===== src/field_inverse_p2519_defines.svh =====
// assertion helpers for the field inverter
`ifndef FIELD_INVERSE_P2519_DEFINES_SVH
`define FIELD_INVERSE_P2519_DEFINES_SVH

// condition must hold in the same cycle
`define FINV_ASSERT_SAME(lbl, ante, cons, msg) \
    lbl: assert property (@(posedge clk) disable iff (!rst_n) (ante) |-> (cons)) \
        else $error(msg);

// condition must hold in the next cycle
`define FINV_ASSERT_NEXT(lbl, ante, cons, msg) \
    lbl: assert property (@(posedge clk) disable iff (!rst_n) (ante) |=> (cons)) \
        else $error(msg);

`endif


===== src/finv_ram.sv =====
module finv_ram #(
    parameter int unsigned Width = 8,
    parameter int unsigned Depth = 16
) (
    input  logic                     clk,
    input  logic                     we,
    input  logic [$clog2(Depth)-1:0] waddr,
    input  logic [Width-1:0]         wdata,
    input  logic [$clog2(Depth)-1:0] raddr,
    output logic [Width-1:0]         rdata
);

    logic [Width-1:0] mem [Depth];

    always_ff @(posedge clk)
    begin
        if (we)
        begin
            mem[waddr] <= wdata;
        end
        rdata <= mem[raddr];
    end

endmodule


===== config.mk =====
export PLATFORM = sky130hd
export DESIGN_NAME = finv_ram
export DESIGN_NICKNAME = d
export VERILOG_FILES = /design/src/field_inverse_p2519_defines.svh /design/src/finv_ram.sv
export SDC_FILE = /design/constraint.sdc
export NUM_CORES = 1
export LEC_CHECK = 0
export ABC_CLOCK_PERIOD_IN_PS = 1750
export BUFFER_PORTS_ARGS = -buffer_cell sky130_fd_sc_hd__buf_2
export CORE_MARGIN = 10
export CORE_UTILIZATION = 47
export DETAILED_ROUTE_END_ITERATION = 6
export GPL_TIMING_DRIVEN = 0
export PLACE_DENSITY = 0.65
export SLEW_MARGIN = 10
export SYNTH_ARGS = -nofsm -noshare
export SYNTH_HDL_FRONTEND = slang
export SYNTH_SLANG_ARGS = --single-unit

===== constraint.sdc =====
create_clock -name clk -period 1.75 [get_ports clk]
set_clock_uncertainty 0.1 [all_clocks]
set_input_delay 0.2625 -clock clk [delete_from_list [all_inputs] [get_ports clk]]
set_output_delay 0.2625 -clock clk [all_outputs]
set_load 0.005 [all_outputs]

# Word level (Yosys, flattened, before mapping)
# Memory sizes are Yosys's and may differ from the RTL's. A register that Yosys moved wholly into a read port is not among the register bits.
# Cells that the tools add are included.
[classes] n_mux=2
[op_table] op="$mux W1" n=2
[totals] elab_cells=3 mem_bits_rw=128 out_inout_bits=8 reg_bits=0 mem_count=1
[mem_list] name="mem" depth=16 word_bits=8 rd=1 rd_ports_with_merged_regs=1 write_ports=1 line_no="finv_ram.sv:13" text="logic [Width-1:0] mem [Depth];"

# Logic depth before layout (Yosys ltp)
# Gate-level depths: netlist (run 1).
[logic_depth] depth_word=2 mapped_depth=5 depth_no_buf=3

# Least setup slack after synthesis (run 1)
# Ideal clock, no wire load.
[synth_timing] path_kind="in2reg" start="input port waddr[2]" end="memory mem[0][0] (enable)" arrival_ns=1.372 stages=2 required_time_ns=1.267 setup_ns=0.383 setup_slack_ns=-0.105 path_cell_list="or3b_2 > nor3_1"
[synth_lines] item="start, declared" line_no="finv_ram.sv:7" text="input logic [$clog2(Depth)-1:0] waddr,"
[synth_lines] item="end, declared" line_no="finv_ram.sv:13"
# Straight into the memory's write port.

==> results by stage, run 1 <==
Synthesis:
- By area the synthesized netlist is led by edfxtp_1 75%, mux4_2 7.9%, mux4_1 7.1%.
- The share of synthesized area in the top cell type comes to 74.7%.
- Synthesis produced a netlist with a net count of approximately 250.
- The portion of the post-synthesis area used by sequential elements is 77.8%.
- The mean instance size in the synthesized netlist is about 22 um^2.
- The async set-reset flop share out of synthesis is 0%.
- In this run, synthesis inferred 128 flip-flops with an integrated enable.
- The netlist area before placement is just over 5000 um^2.
- In the post-synthesis netlist, the cell with the most instances is edfxtp_1.
- The largest total area in the synthesized netlist belongs to edfxtp_1.
- Sorting the synthesized cells by how often they occur yields 128 x edfxtp_1, 18 x mux4_2, 16 x a22oi_1.
- Yosys printed 0 warnings.
- The flip-flop and latch count after synthesis is 136.
- The main flop type after synthesis is edfxtp_1.
- The number of library cell types mapped by synthesis is 19.
- The count of mapped cells out of synthesis is 229.

STA:
- The final max-slew violation count is 0.
- The transition time at the pin with the least slew margin is 1.18 ns.
- The worst max-slew margin expressed relative to the limit is 21.0%.
- The total setup violations reported at the end of the flow is 0.
- The final hold violation count is 0.
- The worst path in the final design needs a cycle of 1.56 ns, including I/O delays and setup.
- The post-route worst hold slack is between 0.04 and 0.05 ns.
- Setup repair after global routing left no endpoint under its margin.
- Setup slack on the critical path of the routed design comes to 0.188 ns.
- For this run, the top clock speed supported by timing is 640 MHz.
- Of the available clock period, the critical path in the final layout requires between 80% and 90%.

CTS:
- In this run, post-CTS hold repair placed 0 buffers.
- In this run, post-CTS repair resized a total of 0 instances.
- CTS saw around 140 sinks.
- In this run the clock root is driven by a clkbuf_8.
- Clock-pin slew was measured on the worst setup and hold paths at around 0.060 ns.
- The H-tree was split into 4 levels.
- The maximum clock path buffer count is 2.
- The post-CTS repair timing setup buffer count is 0.
- The TritonCTS clock tree is built.
- The CTS buffer count is 17.
- The source-to-sink clock delay at the later pin of the worst-skew pair is 0.51 ns.

Detailed routing:
- The total number of vias is 2394.
- After detailed routing, the number of remaining DRC violations is 0.
- The detailed router's first-iteration violation count is 266.
- In the final routed layout, each cell accounts on average for 23.1 um.
- The aggregate routed wire length is 9800 um.
- The count of nets left with antenna violations once routing finished came out at 0.
- The count of TritonRoute iterations in the first routing pass is 4.
- The per-cell via count in the routed design is 5.63.

Die:
- The initialized floorplan defines 38 standard-cell rows.
- The die boundary height is 125 um.
- In this run the horizontal extent of the chip is 125 um.
- The core region is approximately 11000 um^2.
- The I/O pin total is 26.
- The floorplan die area is about 16000 um^2.
- The starting density of the core is approximately 48%.

Global route:
- The total routing resource utilization after global routing is between 10% and 20%.
- The largest net degree at the start of global routing is 17.
- Summed over all layers, the global routing overflow is 0.
- The number of antenna violations at the first check in global routing is 0.
- The number of global-route vias before repair is 2386.
- The first-pass GRT wire length is 14700 um.

Run status:
- The flow ran to the end, and the final reports show no timing, DRC or antenna violations.

Place:
- The quantity of I/O buffers inserted on ports is 24.
- After detailed placement, the total cell area comes to between 5000 and 6000 um^2.
- OpenSTA, run right after detailed placement, puts the worst setup slack at -0.398 ns.
- The final HPWL from detailed placement is about 6300 um.
- The weighted congestion reported at the end of routability-driven placement is 0.749.

Setup path:
- Traced cell by cell, the critical path runs through mux4_1, a22oi_1, nand2_1.
- The critical path capture point type is a register.
- The worst setup path is of the register to register kind.
- Grouping stages by cell kind, the critical path spends the most delay in multiplexers.
- In this run the worst path has a maximum fanout of 1.
- The library cell contributing the largest single delay on the critical path is mux4_1.
- The critical path startpoint category is a register.
- The buffers plus inverters on the worst setup path is 0.
- The data required time at the worst endpoint is 2.04 ns.
- The longest individual stage delay on the worst path is 0.56 ns.
- Data on the critical path arrives at its endpoint at 1.86 ns.

Layout:
- Cells fill 56.2% of the core in the end.
- After the last flow step, the layout net total stands at 290.
- The repair_antennas step left the layout with diodes totalling 0.
- Of the cells placed in the final design, the portion with a size suffix greater than 1 is 29.8%.
- The post-route cell area is 6070 um^2.
- The fill cell total of the finished layout is roughly 800.
- The area added between synthesis and finish is 17.9%.

Job:
- The tool flagged a number of max-cap violations equal to 0.

Worst hold path:
- The path category of the worst min-delay check is input port to register.

Power and ir drop:
- The worst ir drop on vdd is between 0.5 and 0.6 mV.
- After layout, the design draws a total of approximately 7.6 mW.
- The leakage power is 2.05 nW.
- The ratio of total power to cell area is roughly 1300 nW/um^2.
area by class of cell:
| class | instances | area, um^2 | area share (%) |
|---|---|---|---|
| sequential | 136 | 4000 | 66.0 |
| clock buffer | 23 | 467 | 7.69 |
| clock inverter | 9 | 145 | 2.39 |
| buffer | 10 | 86.3 | 1.42 |
| timing repair buffer | 24 | 120 | 1.98 |
| multi-input combinational | 83 | 1070 | 17.7 |
| tap | 140 | 175 | 2.89 |
through the flow:
| stage | TNS, ns | cells |
|---|---|---|
| 6_report | 0 | 425 |
| 5_1_grt | 0 | 425 |
| 4_1_cts | 0 | 425 |
| 3_5_place_dp | -15.79 | 393 |
| 3_3_place_gp | -17.72 | 393 |
| 2_1_floorplan | 0 | 229 |
routing by layer:
metal / track usage, % / up-vias / part of all wire (%)
met1: 17.3 / 1230 / 43
met3: 4.26 / 10 / 6.9
met4: 4.93 / 0 / 0.95
met5: 0 / - / 0
met2: 19.2 / 94 / 49
li1: - / 1060 / -
sequential cells by signal (all words and copies together), names as in the netlist:
register and count:
rdata 8, mem 128
where the power goes:
| group | total [mW] | leakage (nW) | internal (mW) | switching [mW] |
|---|---|---|---|---|
| sequential | 3.66 | 1.22 | 3.64 | 0.0160 |
| clock | 3.62 | 0.306 | 2.41 | 1.20 |
| combinational | 0.345 | 0.518 | 0.144 | 0.201 |
final timing paths:
path	depth (start not counted)	endpoint	slack [ns]	start
max	3	rdata[0]	0.19	mem[5][0]
min	1	mem[7][6]	0.05	wdata[6]
max reg2reg	3	rdata[0]	0.19	mem[5][0]
min reg2reg	3	rdata[1]	0.58	mem[11][1]
cell usage in the layout (no fill, tap or decap):
cell | Yosys | routed
and2_1 | 1 | 1
and2b_1 | 1 | 1
nor3_2 | 0 | 3
clkbuf_8 | 0 | 4
buf_2 | 3 | 27
nor2b_1 | 1 | 1
bufinv_16 | 0 | 4
clkinv_2 | 0 | 5
buf_4 | 1 | 1
edfxtp_1 | 128 | 128
nand3b_1 | 2 | 2
buf_6 | 3 | 3
a22oi_1 | 16 | 16
nor3_1 | 4 | 1
nand3_1 | 1 | 1
nor2_1 | 13 | 13
dfxtp_1 | 8 | 8
nand2b_1 | 2 | 2
clkdlybuf4s25_2 | 3 | 3
or3b_2 | 1 | 1
clkbuf_16 | 0 | 16
mux4_2 | 18 | 18
clkbuf_1 | 0 | 3
mux4_1 | 14 | 14
nand2_1 | 9 | 9
logic make-up after synthesis:
| kind of cell | share of synthesized area [%] |
|---|---|
| simple gates | 3.18 |
| mux | 15.0 |
| flops | 77.8 |
| compound gates | 2.33 |
| buf+inv | 1.68 |
(Power assumes the default switching activity.)
==> run 2, diff against run 1 <==
GPL_TIMING_DRIVEN = 1   (was 0)
PLACE_DENSITY = 0.66   (was 0.65)
==> run 2 against run 1 <==
Net effect:
- highest routed layer unchanged
- cell count grew 4.5%
- sequential cell count unchanged
- die area is the same
- combinational power down 1%
==> results by stage, run 2 (synthesized netlist as in run 1, its figures left out) <==
Run status:
- The run finished with clean final reports.

Die:
- The site row count is 38 (unchanged).
- The horizontal extent of the die is 125 um (unchanged).
- The I/O pin total is 26 (unchanged).
- The floorplan die area is 15500 um^2 (unchanged).
- The total core area is 10800 um^2 (unchanged).
- The die boundary height came to 125 um (unchanged).
- The starting density of the core is 47.7% (unchanged).

Detailed routing:
- The count of TritonRoute iterations in the first routing pass is 4 (unchanged).
- The total number of vias is 2419 (+1.0%).
- The average wire per cell in the routed design came to 21.5 um (-6.8%).
- The remaining number of nets flagged by the antenna check after routing is 0 (unchanged).
- The per-cell via count in the routed design is 5.45 (-3.3%).
- The detailed router's first-iteration violation count is 169 (-36%).
- The detailed-route DRC error count was 0 (unchanged).
- The aggregate routed wire length is 9540 um (-2.6%).

Layout:
- The largest registers in the layout are mem (128), rdata (8).
- The library cell used most frequently in the layout, excluding fill and tap cells, is edfxtp_1.
- The count of placed standard cells in the final layout, fillers left out is 444 (+4.5%).
- The area added between synthesis and finish is 20.5%.
- The proportion of layout cells with a drive suffix above 1 is 33.9% (+4.1 points).
- The number of nets in the finished design is 309 (+6.6%).
- The register with the most flip-flops is mem.
- The post-route cell area is 6200 um^2 (+2.2%).
- The number of flip-flops in the largest register was 128 (unchanged).
- In the layout the commonest cells are 128 x edfxtp_1, 25 x buf_2, 25 x buf_4.
- The final cell utilization of the core is 57.5% (+1.2 points).
- The diode insertion count for antenna repair is 0 (unchanged).

Setup path:
- The top fanout value on the critical path is 1 (unchanged).
- The endpoint identified for the worst register-to-register timing path is rdata[3].
- The reg-to-reg setup timing slack is 0.30 ns (+0.11 ns).
- The longest individual stage delay on the worst path is 0.56 ns (about the same).
- The worst setup path is launched from a register.
- The data arrival time of the worst path is 1.76 ns (-0.10 ns).
- The depth of the worst register-to-register path is 3 (unchanged).
- The startpoint of the worst register-to-register path is mem[5][3].
- The critical setup path kind is register to register.
- The critical path capture point type is a register.
- The library cell contributing the largest single delay on the critical path is mux4_1.
- The signal on the critical path passes through mux4_1, a22oi_1, nand2_1.
- The data required time at the worst endpoint is 2.06 ns (+0.02 ns).

STA:
- The final clock period utilization by the worst path is 82.9% (-6.4 points).
- The post-route worst hold slack is 0.0250 ns (-0.0239 ns).
- The aggregate negative setup slack was 0 ns (unchanged).
- The worst max-slew margin expressed relative to the limit is 52.6% (+32 points).
- The transition time at the pin with the least slew margin came to 0.710 ns (-0.466 ns).
- The minimum period implied by the final worst setup slack is 1.45 ns (-0.112 ns).
- The total setup violations reported at the end of the flow is 0 (unchanged).
- The final max-slew violation count came to 0 (unchanged).
- Setup repair after global routing left no endpoint under its margin.
- The final worst setup slack is 0.300 ns (+0.112 ns).
- The final hold violation count was 0 (unchanged).
- The highest attainable clock frequency is 690 MHz (+7.7%).

Global route:
- The first-pass GRT wire length is 15200 um (+3.1%).
- The number of global-route vias before repair came to 2571 (+7.8%).
- The largest net degree at the start of global routing is 33 (+16).
- The overflow left after global routing came to 0 (unchanged).
- The total routing resource utilization after global routing came to 13.0% (+0.070 points).
- The number of antenna violations at the first check in global routing came to 0 (unchanged).

Place:
- The worst setup slack after placement was -0.0525 ns (+0.346 ns).
- The number of placed cells counting well taps is 412 (+4.8%).
- The final HPWL from detailed placement is 6300 um (+0.64%).
- The standard cell area after detailed placement is 5610 um^2 (+3.0%).
- The weighted congestion reported at the end of routability-driven placement came to 0.759 (+1.3%).
- The quantity of I/O buffers inserted on ports is 25 (+4.2%).

CTS:
- The count of hold buffers inserted by post-cts repair came to 0 (unchanged).
- The H-tree depth is 4 (unchanged).
- The TritonCTS clock tree is built.
- The CTS sink count is 136 (unchanged).
- The source-to-sink clock delay at the later pin of the worst-skew pair is 0.52 ns (about the same).
- The CTS buffer count came to 17 (unchanged).
- The number of cells upsized or downsized after cts was 0 (unchanged).
- The post-CTS repair timing setup buffer count came to 0 (unchanged).
- The clock slew at the register clock pins of the worst setup and hold paths was 0.06 ns (about the same).
- CTS placed an instance of clkbuf_8 at the clock tree root.
- The maximum clock path buffer count came to 2 (unchanged).

Power and ir drop:
- The total power consumption of the routed design was 7.46 mW (-2.1%).
- The worst ir drop on vdd came to 0.718 mV (+31%).
- The ratio of total power to cell area came to 1200 nW/um^2 (-4.2%).
- The leakage power is 2.13 nW (+4.1%).

Worst hold path:
- The path category of the worst min-delay check is input port to register.
- The origin of the worst min-delay path is wdata[2].
- For hold timing, the worst endpoint is mem[12][2].
- The number of instances on the worst hold path came to 1 (unchanged).

Job:
- The number of maximum-capacitance violations is 0 (unchanged).
==> run 2: how the worst max path moves through the flow <==
stage          startpoint        end  cells after the start
3_5_place_dp     raddr[0]   rdata[1]                      5
2_1_floorplan    waddr[2]  mem[3][0]                      2
3_3_place_gp     raddr[0]   rdata[1]                      5
6_report        mem[5][3]   rdata[3]                      3
4_1_cts         mem[5][1]   rdata[1]                      3
5_1_grt         mem[4][1]   rdata[1]                      3
==> run 2: power breakdown <==
part           leakage (nW)  internal [mW]  total, mW  switching, mW
clock network         0.273           2.20       3.46           1.26
registers              1.22           3.64       3.66         0.0179
logic                 0.634          0.155      0.341          0.186
==> run 2: cell type report <==
class | count | area [um^2]
sequential | 136 | 4000
clock buffer | 20 | 435
tap | 140 | 175
clock inverter | 12 | 151
timing repair buffer | 53 | 373
fill | 778 | 4590
multi-input combinational | 83 | 1060
==> run 2: critical path, delay by kind of cell (launching register included) <==
kind               cells  cell delay, ns
AOI/OAI and AO/OA      1            0.24
muxes                  1            0.56
and+or+nand+nor        1            0.08
DFF                    1            0.34
==> run 2: routing by layer <==
layer	global-route usage, %	vias up	share of wire, %
met5	0	-	0
met4	5.69	0	1.7
met3	4.47	15	7.2
met2	19.2	83	47
met1	17.1	1227	44
li1	-	1094	-
